==> src/pal_pkg.sv <==
// Shared types, codes and widths for the positional array list engine.
package pal_pkg;

    localparam int CAPACITY_DEF = 16;

    localparam int OP_W      = 3;
    localparam int POS_W     = 8;
    localparam int VAL_W     = 32;
    localparam int ST_W      = 2;
    localparam int CNT_OUT_W = 8;

    // Stream payload widths, padded to whole bytes
    localparam int IN_DATA_W  = 40;
    localparam int OUT_DATA_W = 56;

    localparam logic [OP_W-1:0] OP_INSERT = 3'd0;
    localparam logic [OP_W-1:0] OP_REMOVE = 3'd1;
    localparam logic [OP_W-1:0] OP_READ   = 3'd2;
    localparam logic [OP_W-1:0] OP_MODIFY = 3'd3;
    localparam logic [OP_W-1:0] OP_SEARCH = 3'd4;

    localparam logic [ST_W-1:0] ST_OK       = 2'd0;
    localparam logic [ST_W-1:0] ST_BADPOS   = 2'd1;
    localparam logic [ST_W-1:0] ST_FULL     = 2'd2;
    localparam logic [ST_W-1:0] ST_NOTFOUND = 2'd3;

    typedef enum logic [3:0] {
        S_IDLE,
        S_CHECK,
        S_SHIFT_RD,
        S_SHIFT_WR,
        S_FINAL_WR,
        S_READ_WAIT,
        S_SEARCH_RD,
        S_SEARCH_CMP,
        S_OUT
    } t_state;

endpackage

==> src/pal_ram.sv <==
// Generic single-write, single-read RAM with registered read data.
module pal_ram #(
    parameter int WIDTH = 32,
    parameter int DEPTH = 16
) (
    input  logic                     i_clk,
    input  logic                     i_we,
    input  logic [$clog2(DEPTH)-1:0] i_waddr,
    input  logic [WIDTH-1:0]         i_wdata,
    input  logic [$clog2(DEPTH)-1:0] i_raddr,
    output logic [WIDTH-1:0]         o_rdata
);

    logic [WIDTH-1:0] r_mem [DEPTH];
    logic [WIDTH-1:0] r_rdata;

    always_ff @(posedge i_clk) begin
        if (i_we) begin
            r_mem[i_waddr] <= i_wdata;
        end
        r_rdata <= r_mem[i_raddr];
    end

    assign o_rdata = r_rdata;

endmodule

==> src/positional_array_list_engine.sv <==
// Top level of the positional array list engine: sequencer, list RAM and result register.
//
// Ordered list of up to CAPACITY signed 32-bit entries, addressed by 1-based position.
// Input stream (s_axis): tuser carries the operation (insert, remove, read, modify,
// search), tdata carries position and value. Output stream (m_axis): one result per
// item; tuser carries the status, tdata carries read value, found position, count
// and the empty and full flags.
// One item is worked on at a time: s_axis_tready is high only while the engine is
// idle. The time from the input transfer to m_axis_tvalid is set by the walk over the
// list RAM, each entry taking a registered read, then a write or compare: insert moves
// the entries at and past the position up, remove moves those past it down, search
// compares entries until a match or the end of the list, read waits on its RAM read,
// and modify, rejected and unknown operations go straight to the result state. After
// the result is taken, the engine returns to idle before it accepts the next transfer.
// The result stays on m_axis, unchanged, until the receiver takes it; no new item
// is taken meanwhile. Reset clears the entry count and returns to idle; the RAM
// contents are not cleared, since no entry is read before it is written.
module positional_array_list_engine #(
    parameter int CAPACITY = pal_pkg::CAPACITY_DEF
) (
    input  logic                           i_clk,
    input  logic                           i_rst_n,
    input  logic                           i_s_axis_tvalid,
    output logic                           o_s_axis_tready,
    // position [7:0], value [39:8]
    input  logic [pal_pkg::IN_DATA_W-1:0]  i_s_axis_tdata,
    // operation [2:0]
    input  logic [pal_pkg::OP_W-1:0]       i_s_axis_tuser,
    output logic                           o_m_axis_tvalid,
    input  logic                           i_m_axis_tready,
    // read_value [31:0], found_position [39:32], count [47:40], is_empty [48],
    // is_full [49], zero pad [55:50]
    output logic [pal_pkg::OUT_DATA_W-1:0] o_m_axis_tdata,
    // status [1:0]
    output logic [pal_pkg::ST_W-1:0]       o_m_axis_tuser
);

    import pal_pkg::*;

    localparam int CW = $clog2(CAPACITY + 1);
    localparam int AW = $clog2(CAPACITY);
    localparam logic [CW-1:0] CAP_C = CW'(CAPACITY);

    t_state r_state, n_state;

    logic [OP_W-1:0]  r_op, n_op;
    logic [POS_W-1:0] r_pos, n_pos;
    logic [VAL_W-1:0] r_val, n_val;
    logic [CW-1:0]    r_count, n_count;
    logic [CW-1:0]    r_idx, n_idx;
    logic [ST_W-1:0]  r_status, n_status;
    logic [VAL_W-1:0] r_rdval, n_rdval;
    logic [POS_W-1:0] r_fpos, n_fpos;

    // RAM port signals
    logic             ram_we;
    logic [AW-1:0]    ram_waddr;
    logic [VAL_W-1:0] ram_wdata;
    logic [AW-1:0]    ram_raddr;
    logic [VAL_W-1:0] ram_rdata;

    // Position and index arithmetic, compared at 9 bits so nothing wraps
    logic [POS_W:0]   w_pos9;
    logic [POS_W:0]   w_cnt9;
    logic [POS_W-1:0] w_pos_m1;
    logic [AW-1:0]    w_pos_addr;
    logic [CW-1:0]    w_idx_m1;
    logic [CW-1:0]    w_idx_p1;
    logic             w_pos_zero;
    logic             w_ins_bad;
    logic             w_pos_bad;
    logic             w_full;
    logic             w_is_ins;
    logic             w_match;
    logic             in_xfer;
    logic             out_xfer;

    assign w_pos9     = {1'b0, r_pos};
    assign w_cnt9     = (POS_W + 1)'(r_count);
    assign w_pos_m1   = r_pos - 8'd1;
    assign w_pos_addr = w_pos_m1[AW-1:0];
    assign w_idx_m1   = r_idx - CW'(1);
    assign w_idx_p1   = r_idx + CW'(1);
    assign w_pos_zero = (r_pos == '0);
    assign w_ins_bad  = w_pos_zero || (w_pos9 > (w_cnt9 + 9'd1));
    assign w_pos_bad  = w_pos_zero || (w_pos9 > w_cnt9);
    assign w_full     = (r_count >= CAP_C);
    assign w_is_ins   = (r_op == OP_INSERT);
    assign w_match    = (ram_rdata == r_val);

    assign in_xfer  = i_s_axis_tvalid && o_s_axis_tready;
    assign out_xfer = o_m_axis_tvalid && i_m_axis_tready;

    pal_ram #(
        .WIDTH (VAL_W),
        .DEPTH (CAPACITY)
    ) u_ram (
        .i_clk   (i_clk),
        .i_we    (ram_we),
        .i_waddr (ram_waddr),
        .i_wdata (ram_wdata),
        .i_raddr (ram_raddr),
        .o_rdata (ram_rdata)
    );

    // Next state
    always_comb begin
        n_state = r_state;
        unique case (r_state)
            S_IDLE: begin
                if (in_xfer) begin
                    n_state = S_CHECK;
                end
            end
            S_CHECK: begin
                n_state = S_OUT;
                case (r_op)
                    OP_INSERT: begin
                        if (!w_ins_bad && !w_full) begin
                            // Move entries up only if something sits at or past pos
                            n_state = (w_cnt9 >= w_pos9) ? S_SHIFT_RD : S_FINAL_WR;
                        end
                    end
                    OP_REMOVE: begin
                        if (!w_pos_bad && (w_pos9 < w_cnt9)) begin
                            n_state = S_SHIFT_RD;
                        end
                    end
                    OP_READ: begin
                        if (!w_pos_bad) begin
                            n_state = S_READ_WAIT;
                        end
                    end
                    OP_SEARCH: begin
                        if (r_count != '0) begin
                            n_state = S_SEARCH_RD;
                        end
                    end
                    default: n_state = S_OUT;
                endcase
            end
            S_SHIFT_RD: n_state = S_SHIFT_WR;
            S_SHIFT_WR: begin
                if (w_is_ins) begin
                    n_state = ((POS_W + 1)'(w_idx_m1) >= w_pos9) ? S_SHIFT_RD : S_FINAL_WR;
                end else begin
                    n_state = (((POS_W + 1)'(w_idx_p1) + 9'd1) < w_cnt9) ? S_SHIFT_RD : S_OUT;
                end
            end
            S_FINAL_WR:  n_state = S_OUT;
            S_READ_WAIT: n_state = S_OUT;
            S_SEARCH_RD: n_state = S_SEARCH_CMP;
            S_SEARCH_CMP: begin
                if (w_match || (w_idx_p1 >= r_count)) begin
                    n_state = S_OUT;
                end else begin
                    n_state = S_SEARCH_RD;
                end
            end
            S_OUT: begin
                if (out_xfer) begin
                    n_state = S_IDLE;
                end
            end
            default: n_state = S_IDLE;
        endcase
    end

    // Datapath, RAM control and result fields
    always_comb begin
        n_op      = r_op;
        n_pos     = r_pos;
        n_val     = r_val;
        n_count   = r_count;
        n_idx     = r_idx;
        n_status  = r_status;
        n_rdval   = r_rdval;
        n_fpos    = r_fpos;
        ram_we    = 1'b0;
        ram_waddr = r_idx[AW-1:0];
        ram_wdata = ram_rdata;
        ram_raddr = r_idx[AW-1:0];

        unique case (r_state)
            S_IDLE: begin
                if (in_xfer) begin
                    n_op  = i_s_axis_tuser;
                    n_pos = i_s_axis_tdata[POS_W-1:0];
                    n_val = i_s_axis_tdata[POS_W +: VAL_W];
                end
            end
            S_CHECK: begin
                n_status = ST_OK;
                n_rdval  = '0;
                n_fpos   = '0;
                case (r_op)
                    OP_INSERT: begin
                        if (w_ins_bad) begin
                            n_status = ST_BADPOS;
                        end else if (w_full) begin
                            n_status = ST_FULL;
                        end else begin
                            n_idx = r_count;
                        end
                    end
                    OP_REMOVE: begin
                        if (w_pos_bad) begin
                            n_status = ST_BADPOS;
                        end else begin
                            n_idx = w_pos_m1[CW-1:0];
                            // Removing the last entry needs no move
                            if (w_pos9 >= w_cnt9) begin
                                n_count = r_count - CW'(1);
                            end
                        end
                    end
                    OP_READ: begin
                        if (w_pos_bad) begin
                            n_status = ST_BADPOS;
                            n_rdval  = '1;
                        end else begin
                            ram_raddr = w_pos_addr;
                        end
                    end
                    OP_MODIFY: begin
                        if (w_pos_bad) begin
                            n_status = ST_BADPOS;
                        end else begin
                            ram_we    = 1'b1;
                            ram_waddr = w_pos_addr;
                            ram_wdata = r_val;
                        end
                    end
                    OP_SEARCH: begin
                        n_status = ST_NOTFOUND;
                        n_idx    = '0;
                    end
                    default: n_status = ST_OK;
                endcase
            end
            S_SHIFT_RD: begin
                ram_raddr = w_is_ins ? w_idx_m1[AW-1:0] : w_idx_p1[AW-1:0];
            end
            S_SHIFT_WR: begin
                ram_we    = 1'b1;
                ram_waddr = r_idx[AW-1:0];
                ram_wdata = ram_rdata;
                if (w_is_ins) begin
                    n_idx = w_idx_m1;
                end else begin
                    n_idx = w_idx_p1;
                    if (((POS_W + 1)'(w_idx_p1) + 9'd1) >= w_cnt9) begin
                        n_count = r_count - CW'(1);
                    end
                end
            end
            S_FINAL_WR: begin
                ram_we    = 1'b1;
                ram_waddr = w_pos_addr;
                ram_wdata = r_val;
                n_count   = r_count + CW'(1);
            end
            S_READ_WAIT: begin
                n_rdval = ram_rdata;
            end
            S_SEARCH_RD: begin
                ram_raddr = r_idx[AW-1:0];
            end
            S_SEARCH_CMP: begin
                if (w_match) begin
                    n_status = ST_OK;
                    n_fpos   = POS_W'(w_idx_p1);
                end else begin
                    n_idx = w_idx_p1;
                end
            end
            S_OUT: begin
                // hold the result until the receiver takes it
            end
            default: begin
            end
        endcase
    end

    always_ff @(posedge i_clk) begin
        if (!i_rst_n) begin
            r_state <= S_IDLE;
            r_count <= '0;
        end else begin
            r_state <= n_state;
            r_count <= n_count;
        end
    end

    always_ff @(posedge i_clk) begin
        r_op     <= n_op;
        r_pos    <= n_pos;
        r_val    <= n_val;
        r_idx    <= n_idx;
        r_status <= n_status;
        r_rdval  <= n_rdval;
        r_fpos   <= n_fpos;
    end

    assign o_s_axis_tready = (r_state == S_IDLE);
    assign o_m_axis_tvalid = (r_state == S_OUT);
    assign o_m_axis_tuser  = r_status;
    assign o_m_axis_tdata  = {6'b0, w_full, (r_count == '0), CNT_OUT_W'(r_count),
                              r_fpos, r_rdval};

endmodule

==> config.mk <==
export PLATFORM = sky130hd
export DESIGN_NAME = positional_array_list_engine
export DESIGN_NICKNAME = d
export VERILOG_FILES = /design/src/pal_pkg.sv /design/src/pal_ram.sv /design/src/positional_array_list_engine.sv
export SDC_FILE = /design/constraint.sdc
export NUM_CORES = 1
export LEC_CHECK = 0
export BUFFER_PORTS_ARGS = -buffer_cell sky130_fd_sc_hd__buf_2
export CAP_MARGIN = 10
export CORE_MARGIN = 5
export CORE_UTILIZATION = 50
export CTS_CLUSTER_SIZE = 40
export DETAILED_ROUTE_END_ITERATION = 10
export MAX_ROUTING_LAYER = met4
export PLACE_DENSITY_LB_ADDON = 0.25
export SLEW_MARGIN = 20
export SYNTH_ARGS = -nofsm -noshare
export SYNTH_HDL_FRONTEND = slang
export SYNTH_SLANG_ARGS = --single-unit
==> constraint.sdc <==
create_clock -name i_clk -period 6 [get_ports i_clk]
set_input_delay 0 -clock i_clk [delete_from_list [all_inputs] [get_ports i_clk]]
set_output_delay 0 -clock i_clk [all_outputs]
set_load 0.01 [all_outputs]
Word level (Yosys, flattened, before mapping)

Memories as Yosys holds them, arrays and structs flattened. A register that Yosys moved wholly into a read port is not among the register bits.
Index checks and enable logic that the tools add are counted.

Output and inout port bits: 60
Flip-flop bits (word level): 99
Input bits: 47
Memory bits (writable): 512
Logic and storage cells: 131
Memories kept: 1

Reductions and logical operators: 27
$add $sub $neg: 7
Multiplexer cells: 51
$lt $le $gt $ge: 10
Equal/unequal tests: 26

Memory list:

| name        | words | bits a word | rd ports | clocked after Yosys merged registers in | wr ports | RTL line      | source |
|---|---|---|---|---|---|---|---|
| u_ram.r_mem | 16    | 32          | 1        | 1                                       | 1        | pal_ram.sv:14 | `logic [WIDTH-1:0] r_mem [DEPTH];` |

Operators with widths:

| kind                                                                   | number |
|---|---|
| 32-bit 2-to-1 mux                                                      | 4 |
| 32-bit one-hot mux with 2 select lines                                 | 2 |
| 4-bit 2-to-1 mux                                                       | 13 |
| 5-bit 2-to-1 mux                                                       | 10 |
| 5-bit one-hot mux with 3 select lines                                  | 3 |
| 32-bit equality test                                                   | 1 |
| 4-bit one-hot mux with 8 select lines                                  | 1 |
| 4-bit by 3-bit equality test with 1-bit output (second input constant) | 4 |
| 5-bit by 8-bit greater-or-equal comparator with 1-bit output           | 2 |
| 4-bit one-hot mux with 2 select lines                                  | 2 |
| 4-bit one-hot mux with 4 select lines                                  | 1 |
| 8-bit one-hot mux with 2 select lines                                  | 1 |
| 5-bit by 1-bit subtractor with 5-bit output (second input constant)    | 3 |
| 5-bit by 1-bit adder with 6-bit output (second input constant)         | 2 |
| 2-bit inequality test (second input constant)                          | 6 |
| 6-bit AND reduction                                                    | 2 |
| 5-bit by 1-bit adder with 5-bit output (second input constant)         | 2 |
| 9-bit by 5-bit < comparator with 1-bit output                          | 1 |
| 3-bit inequality test (second input constant)                          | 3 |
| 4-bit by 2-bit equality test with 1-bit output (second input constant) | 2 |
| 8-bit by 5-bit greater-or-equal comparator with 1-bit output           | 1 |
| 8-bit by 5-bit greater-than comparator with 1-bit output               | 1 |
| 8-bit by 6-bit greater-than comparator with 1-bit output               | 1 |
| 8-bit zero test                                                        | 1 |
| other kinds (30)                                                       | 52 |

Depth between registers and ports, before layout

Word-level depth: 8
Depth in mapped cells: 15
Gate-level depth less buffers: 12

Hierarchy

From an unflattened synthesis, not the netlist that was laid out.

Cells, all modules: 1373
Area total of the unflattened synthesis: 25864.8 µm²

By module, submodules not included:

| module                       | area an instance (µm²) | times used | cells each | sequential area each (µm²) |
|---|---|---|---|---|
| pal_ram                      | 19835.3                | 1          | 838        | 16015.4 |
| positional_array_list_engine | 6029.5                 | 1          | 535        | 2792.7 |

Least setup slack after synthesis

Ideal clock, no wire load.

Path kind: reg2reg
From: register r_count[1]
To: memory u_ram.r_mem[0][0], enable pin
Path slack: 1.456 ns
Data required time: 5.579 ns
Buffers on the path: 1
Stages on the path, launching flop included: 12
Arrival time: 4.123 ns
Period minus slack after synthesis: 4.544 ns
Cell sequence: dfxtp_1 > inv_1 > ha_1 > nor2b_1 > o211a_1 > o21a_1 > buf_4 > o41ai_2 > nand2_1 > o31a_1 > o32a_1 > nor2_1

Word-level cells in the longest chain between the ends: 7

RTL lines:

| element                                                      | RTL line                            | source |
|---|---|---|
| start: declaration                                           | positional_array_list_engine.sv:49  | `logic [CW-1:0] r_count, n_count;` |
| start signal: assignment                                     | positional_array_list_engine.sv:291 | `r_count <= n_count;` |
| 8-bit by 5-bit greater-than comparator with 1-bit output (*) | positional_array_list_engine.sv:86  | `assign w_pos_bad = w_pos_zero \|\| (w_pos9 > w_cnt9);` |
| 1-bit logical OR (*)                                         | positional_array_list_engine.sv:86  |  |
| 1-bit 2-to-1 mux                                             | positional_array_list_engine.sv:226 | `if (w_pos_bad) begin` |
| 1-bit 2-to-1 mux                                             | positional_array_list_engine.sv:196 | `case (r_op)` |
| 1-bit one-hot mux with 2 select lines                        | positional_array_list_engine.sv:184 | `unique case (r_state)` |
| 1-bit 2-to-1 mux                                             | pal_ram.sv:18                       | `if (i_we) begin` |
| 1-bit 2-to-1 mux (not written as such)                       | pal_ram.sv:19                       | `r_mem[i_waddr] <= i_wdata;` |
| end: declaration                                             | pal_ram.sv:14                       |  |

Mark *: on every way between the ends. The rest lies on a longest branch, timed or not.

Final worst setup path

From: register r_count[1]
To: memory u_ram.r_mem[0][16], enable pin

Same word-level chain as after synthesis.

==> impl_metrics.csv <==
group,metric,value,unit
floorplanning,core,0.05488,sq mm
critical_path,worst_path_largest_cell_delay,0.55,ns
critical_path,cp-start-kind,"flip-flop",
critical_path,crit_path_end_kind,"flip-flop",
synthesis,synth_seq_cells,640,
synthesis,synthTopCellsByArea,"edfxtp_1 (65%), mux2_2 (3.6%), a2111oi_0 (3.1%), nand3_1 (3.1%), dfxtp_1 (3.0%)",
synthesis,syn_area,0.02754,sq mm
route,drc,0,
pwr,p_leak,10.52,nW
timing,max_freq,208.7,MHz
floorplanning,initial_core_util,0.5019,
synthesis,ys_warn_count,0,
critical_path,path_buf_inv,3,
critical_path,crit_required,6.27,ns
floorplanning,io_pins,107,
timing,hold_violations,0,
pwr,p_clk_frac,0.395,
pwr,ir_drop,0.0002831,V
synthesis,ys_seq_area_frac,0.6828,
timing,timing.slew.headroom,0.2008,
synthesis,synth-edff-count,599,
final_layout,drive_gt1_frac,0.1823,
placed_design,gp_congestion,0.8905,
timing,period_share,0.7988,
cts,cts_made_buffers,68,
global_route,grt_overflow_total,0,
cts,path_clk_slew,0.06,ns
synthesis,synth_top_area_share,0.6530,
final_layout,n_antenna_cell,0,
pwr,comb_power_share,0.111,
route,drt_iter0_markers,2038,
synthesis,synthCells,1924,
pwr,cell_internal_pwr,7.913,mW
worst_hold_path,hp-start,"i_s_axis_tdata[26]",
critical_path,crit_chain,"inv_1 > ha_1 > nor2b_1 > o211a_1 > o21a_1 > o41ai_4 > buf_4 > nand2_1 > o31a_1 > o32a_1 > nor2_4 > buf_4",
pwr,finalPower,10.52,mW
synthesis,synth.largest_area_cell,"edfxtp_1",
timing,setup_viol,0,
global_route,grt_util_met1,0.3428,
timing,tightest_slew,1.188,ns
route,ant_nets,0,
global_route,grt_pass1_vias,17545,
synthesis,ys.flop_type,"edfxtp_1",
route,wl_per_cell,26.67,um
global_route,grt-busiest-layer,"met2",
global_route,use_met3,0.04562,
timing,rsz0062_at_grt,"false",
timing,slew_violations,0,
route,route.detailed.vias_per_inst,6.363,
floorplanning,rows,86,
cts,clock_tree.buffer_depth,3,
floorplanning,die_w,244.7,um
global_route,antenna_found_initial,0,
pwr,power_switching,2.605,mW
critical_path,slowest_stage,"nor2_4",
flow_run,drv_cap,0,
cts,worst_skew_pair.late_latency,0.61,ns
floorplanning,die_h,244.7,um
cts,cts-root-buf,"clkbuf_16",
timing,finClkSkew,0.02057,ns
global_route,grt_pass1_wl,111.8,mm
pwr,p_per_area,333.1,mW/mm^2
floorplanning,die-area,0.05988,sq mm
critical_path,reg2reg_from,"r_count[1]$_SDFFE_PN0P_",
placed_design,place_hpwl,45.50,mm
critical_path,crit_top_cell,"buf_4",
route,firstDrtPassIters,8,
critical_path,r2r_setup_slack,1.21,ns
critical_path,critPathMaxFanout,29,
cts,clkSinkCount,640,
synthesis,avgSynthCellArea,14.32,sq um
timing,min_period,4.793,ns
worst_hold_path,worstHoldPathType,"input port to flip-flop",
global_route,grt_max_degree,78,
placed_design,port_buffers,94,
synthesis,synth.most_common_cell,"edfxtp_1",
synthesis,synth_cell_types,75,
final_layout,fillCellCount,4267,
pwr,swShare,0.2476,
run_status,status,"completed",
synthesis,async_reset_ff_frac,0,
critical_path,critical_path_class,"flip-flop to flip-flop",
critical_path,startpoint,"r_count[1]$_SDFFE_PN0P_",
cts,tritoncts,"done",
synthesis,synth_common_cells,"edfxtp_1 (599), nand3_1 (173), o21ai_0 (146), a2111oi_0 (99), mux2_2 (87)",
route,routed_wl,74.51,mm
global_route,use_met2,0.3944,
final_layout,fin_nets,2118,
route,vias,17778,
cts,h-tree-depth,3,
final_layout,syn_to_final_growth,14.63,%
timing,fin_setup_tns,0,ns
pwr,pwr-share-seq,0.493,
critical_path,cp.arrival,5.06,ns
global_route,track_usage,0.2511,
critical_path,crit_family,"compound AO/OA/AOI/OAI gates",
## state kept, by name, summed over array words and instances, names as in the netlist, 4 cells and up
| name | flops |
|---|---|
| r_count | 5 |
| r_fpos | 5 |
| r_idx | 5 |
| r_pos | 8 |
| r_rdval | 32 |
| r_state | 4 |
| r_val | 32 |
| u_ram.o_rdata | 32 |
| u_ram.r_mem | 512 |
## stage by stage
step | setup WS, ns | util | hold WS, ns | instances | instance area [sq um]
floorplan | 1.456 | - | 0.09887 | 1935 | 27590
global placement | 1.435 | 0.5247 | 0.1765 | 2618 | 28790
detailed placement | 1.289 | 0.5254 | 0.1781 | 2620 | 28830
CTS | 1.274 | 0.5740 | 0.06855 | 2791 | 31500
global route | 0.9786 | 0.5754 | 0.08727 | 2794 | 31570
finish | 1.207 | 0.5754 | 0.09902 | 2794 | 31570
## layout by cell type (no fill, tap or decap), types with 35 or more instances in the layout
cell type      Yosys  routed
dlygate4sd3_1      0      46
a2111oi_0         99      99
xnor2_1           48      48
nor4_1            36      36
buf_2             44      94
buf_4             27      45
mux2_2            87      87
ha_1              35      35
o21ai_0          146     146
edfxtp_1         599     599
clkbuf_16          0      72
mux2i_1           67      67
nand3_1          173     171
nand2_1           86      85
dfxtp_1           41      41
## routing by layer
metal | up-vias | share of wire
li1 | 7801 | -
met1 | 9018 | 0.42
met2 | 820 | 0.48
met3 | 139 | 0.078
met4 | 0 | 0.024
met5 | - | 0
## power by group through the flow
stage               clock network (mW)  registers, mW  logic (mW)
floorplan                            0           5.26       0.733
global placement                     0           5.28        1.12
detailed placement                   0           5.28        1.14
CTS                               4.21           5.19        1.16
global route                      4.40           5.20        1.25
finish                            4.16           5.19        1.17
## repair_timing
item / 4_1_cts / 5_1_grt
hold buffers: 46 / 0
resized for setup: 0 / 0
buffers inserted: 0 / 0
endpoints found under the hold margin: 52 / 0
## area by class of cell
type | count | area [sq um] | area share
Inverter | 24 | 90.09 | 0.002853
Timing Repair Buffer | 197 | 1524 | 0.04827
Tap cell | 704 | 880.8 | 0.02790
Clock buffer | 94 | 1924 | 0.06095
Sequential cell | 640 | 18810 | 0.5957
Multi-Input combinational cell | 1104 | 8066 | 0.2555
Clock inverter | 31 | 280.3 | 0.008877
## worst reg2reg max path, cell delays in order, from the launching register on
cell and delay [ns]:
dfxtp_1 0.50, inv_1 0.21, ha_1 0.35, nor2b_1 0.13, o211a_1 0.22, o21a_1 0.44
o41ai_4 0.41, buf_4 0.43, nand2_1 0.17, o31a_1 0.15, o32a_1 0.44, nor2_4 0.55
buf_4 0.45
## cell families after synthesis
| kind of cell | Yosys count | share of synthesized area |
|---|---|---|
| AO/OA/AOI/OAI | 428 | 0.1095 |
| XOR/XNOR | 53 | 0.01685 |
| adder cells (fa/ha/maj) | 36 | 0.01663 |
| buffers and inverters | 191 | 0.03452 |
| flip-flops | 640 | 0.6828 |
| multiplexers | 163 | 0.06360 |
| other | 1 | 0.0001361 |
| AND/OR/NAND/NOR | 412 | 0.07595 |
## path summary, 6_finish.rpt
path / to / cells after the start
setup / recovery: u_ram.r_mem[0][16]$_DFFE_PP_ / 12
hold reg to reg: r_rdval[23]$_DFFE_PP_ / 2
setup reg to reg: u_ram.r_mem[0][16]$_DFFE_PP_ / 12
hold / removal: r_val[18]$_DFFE_PP_ / 2
(Power assumes the default switching activity.)
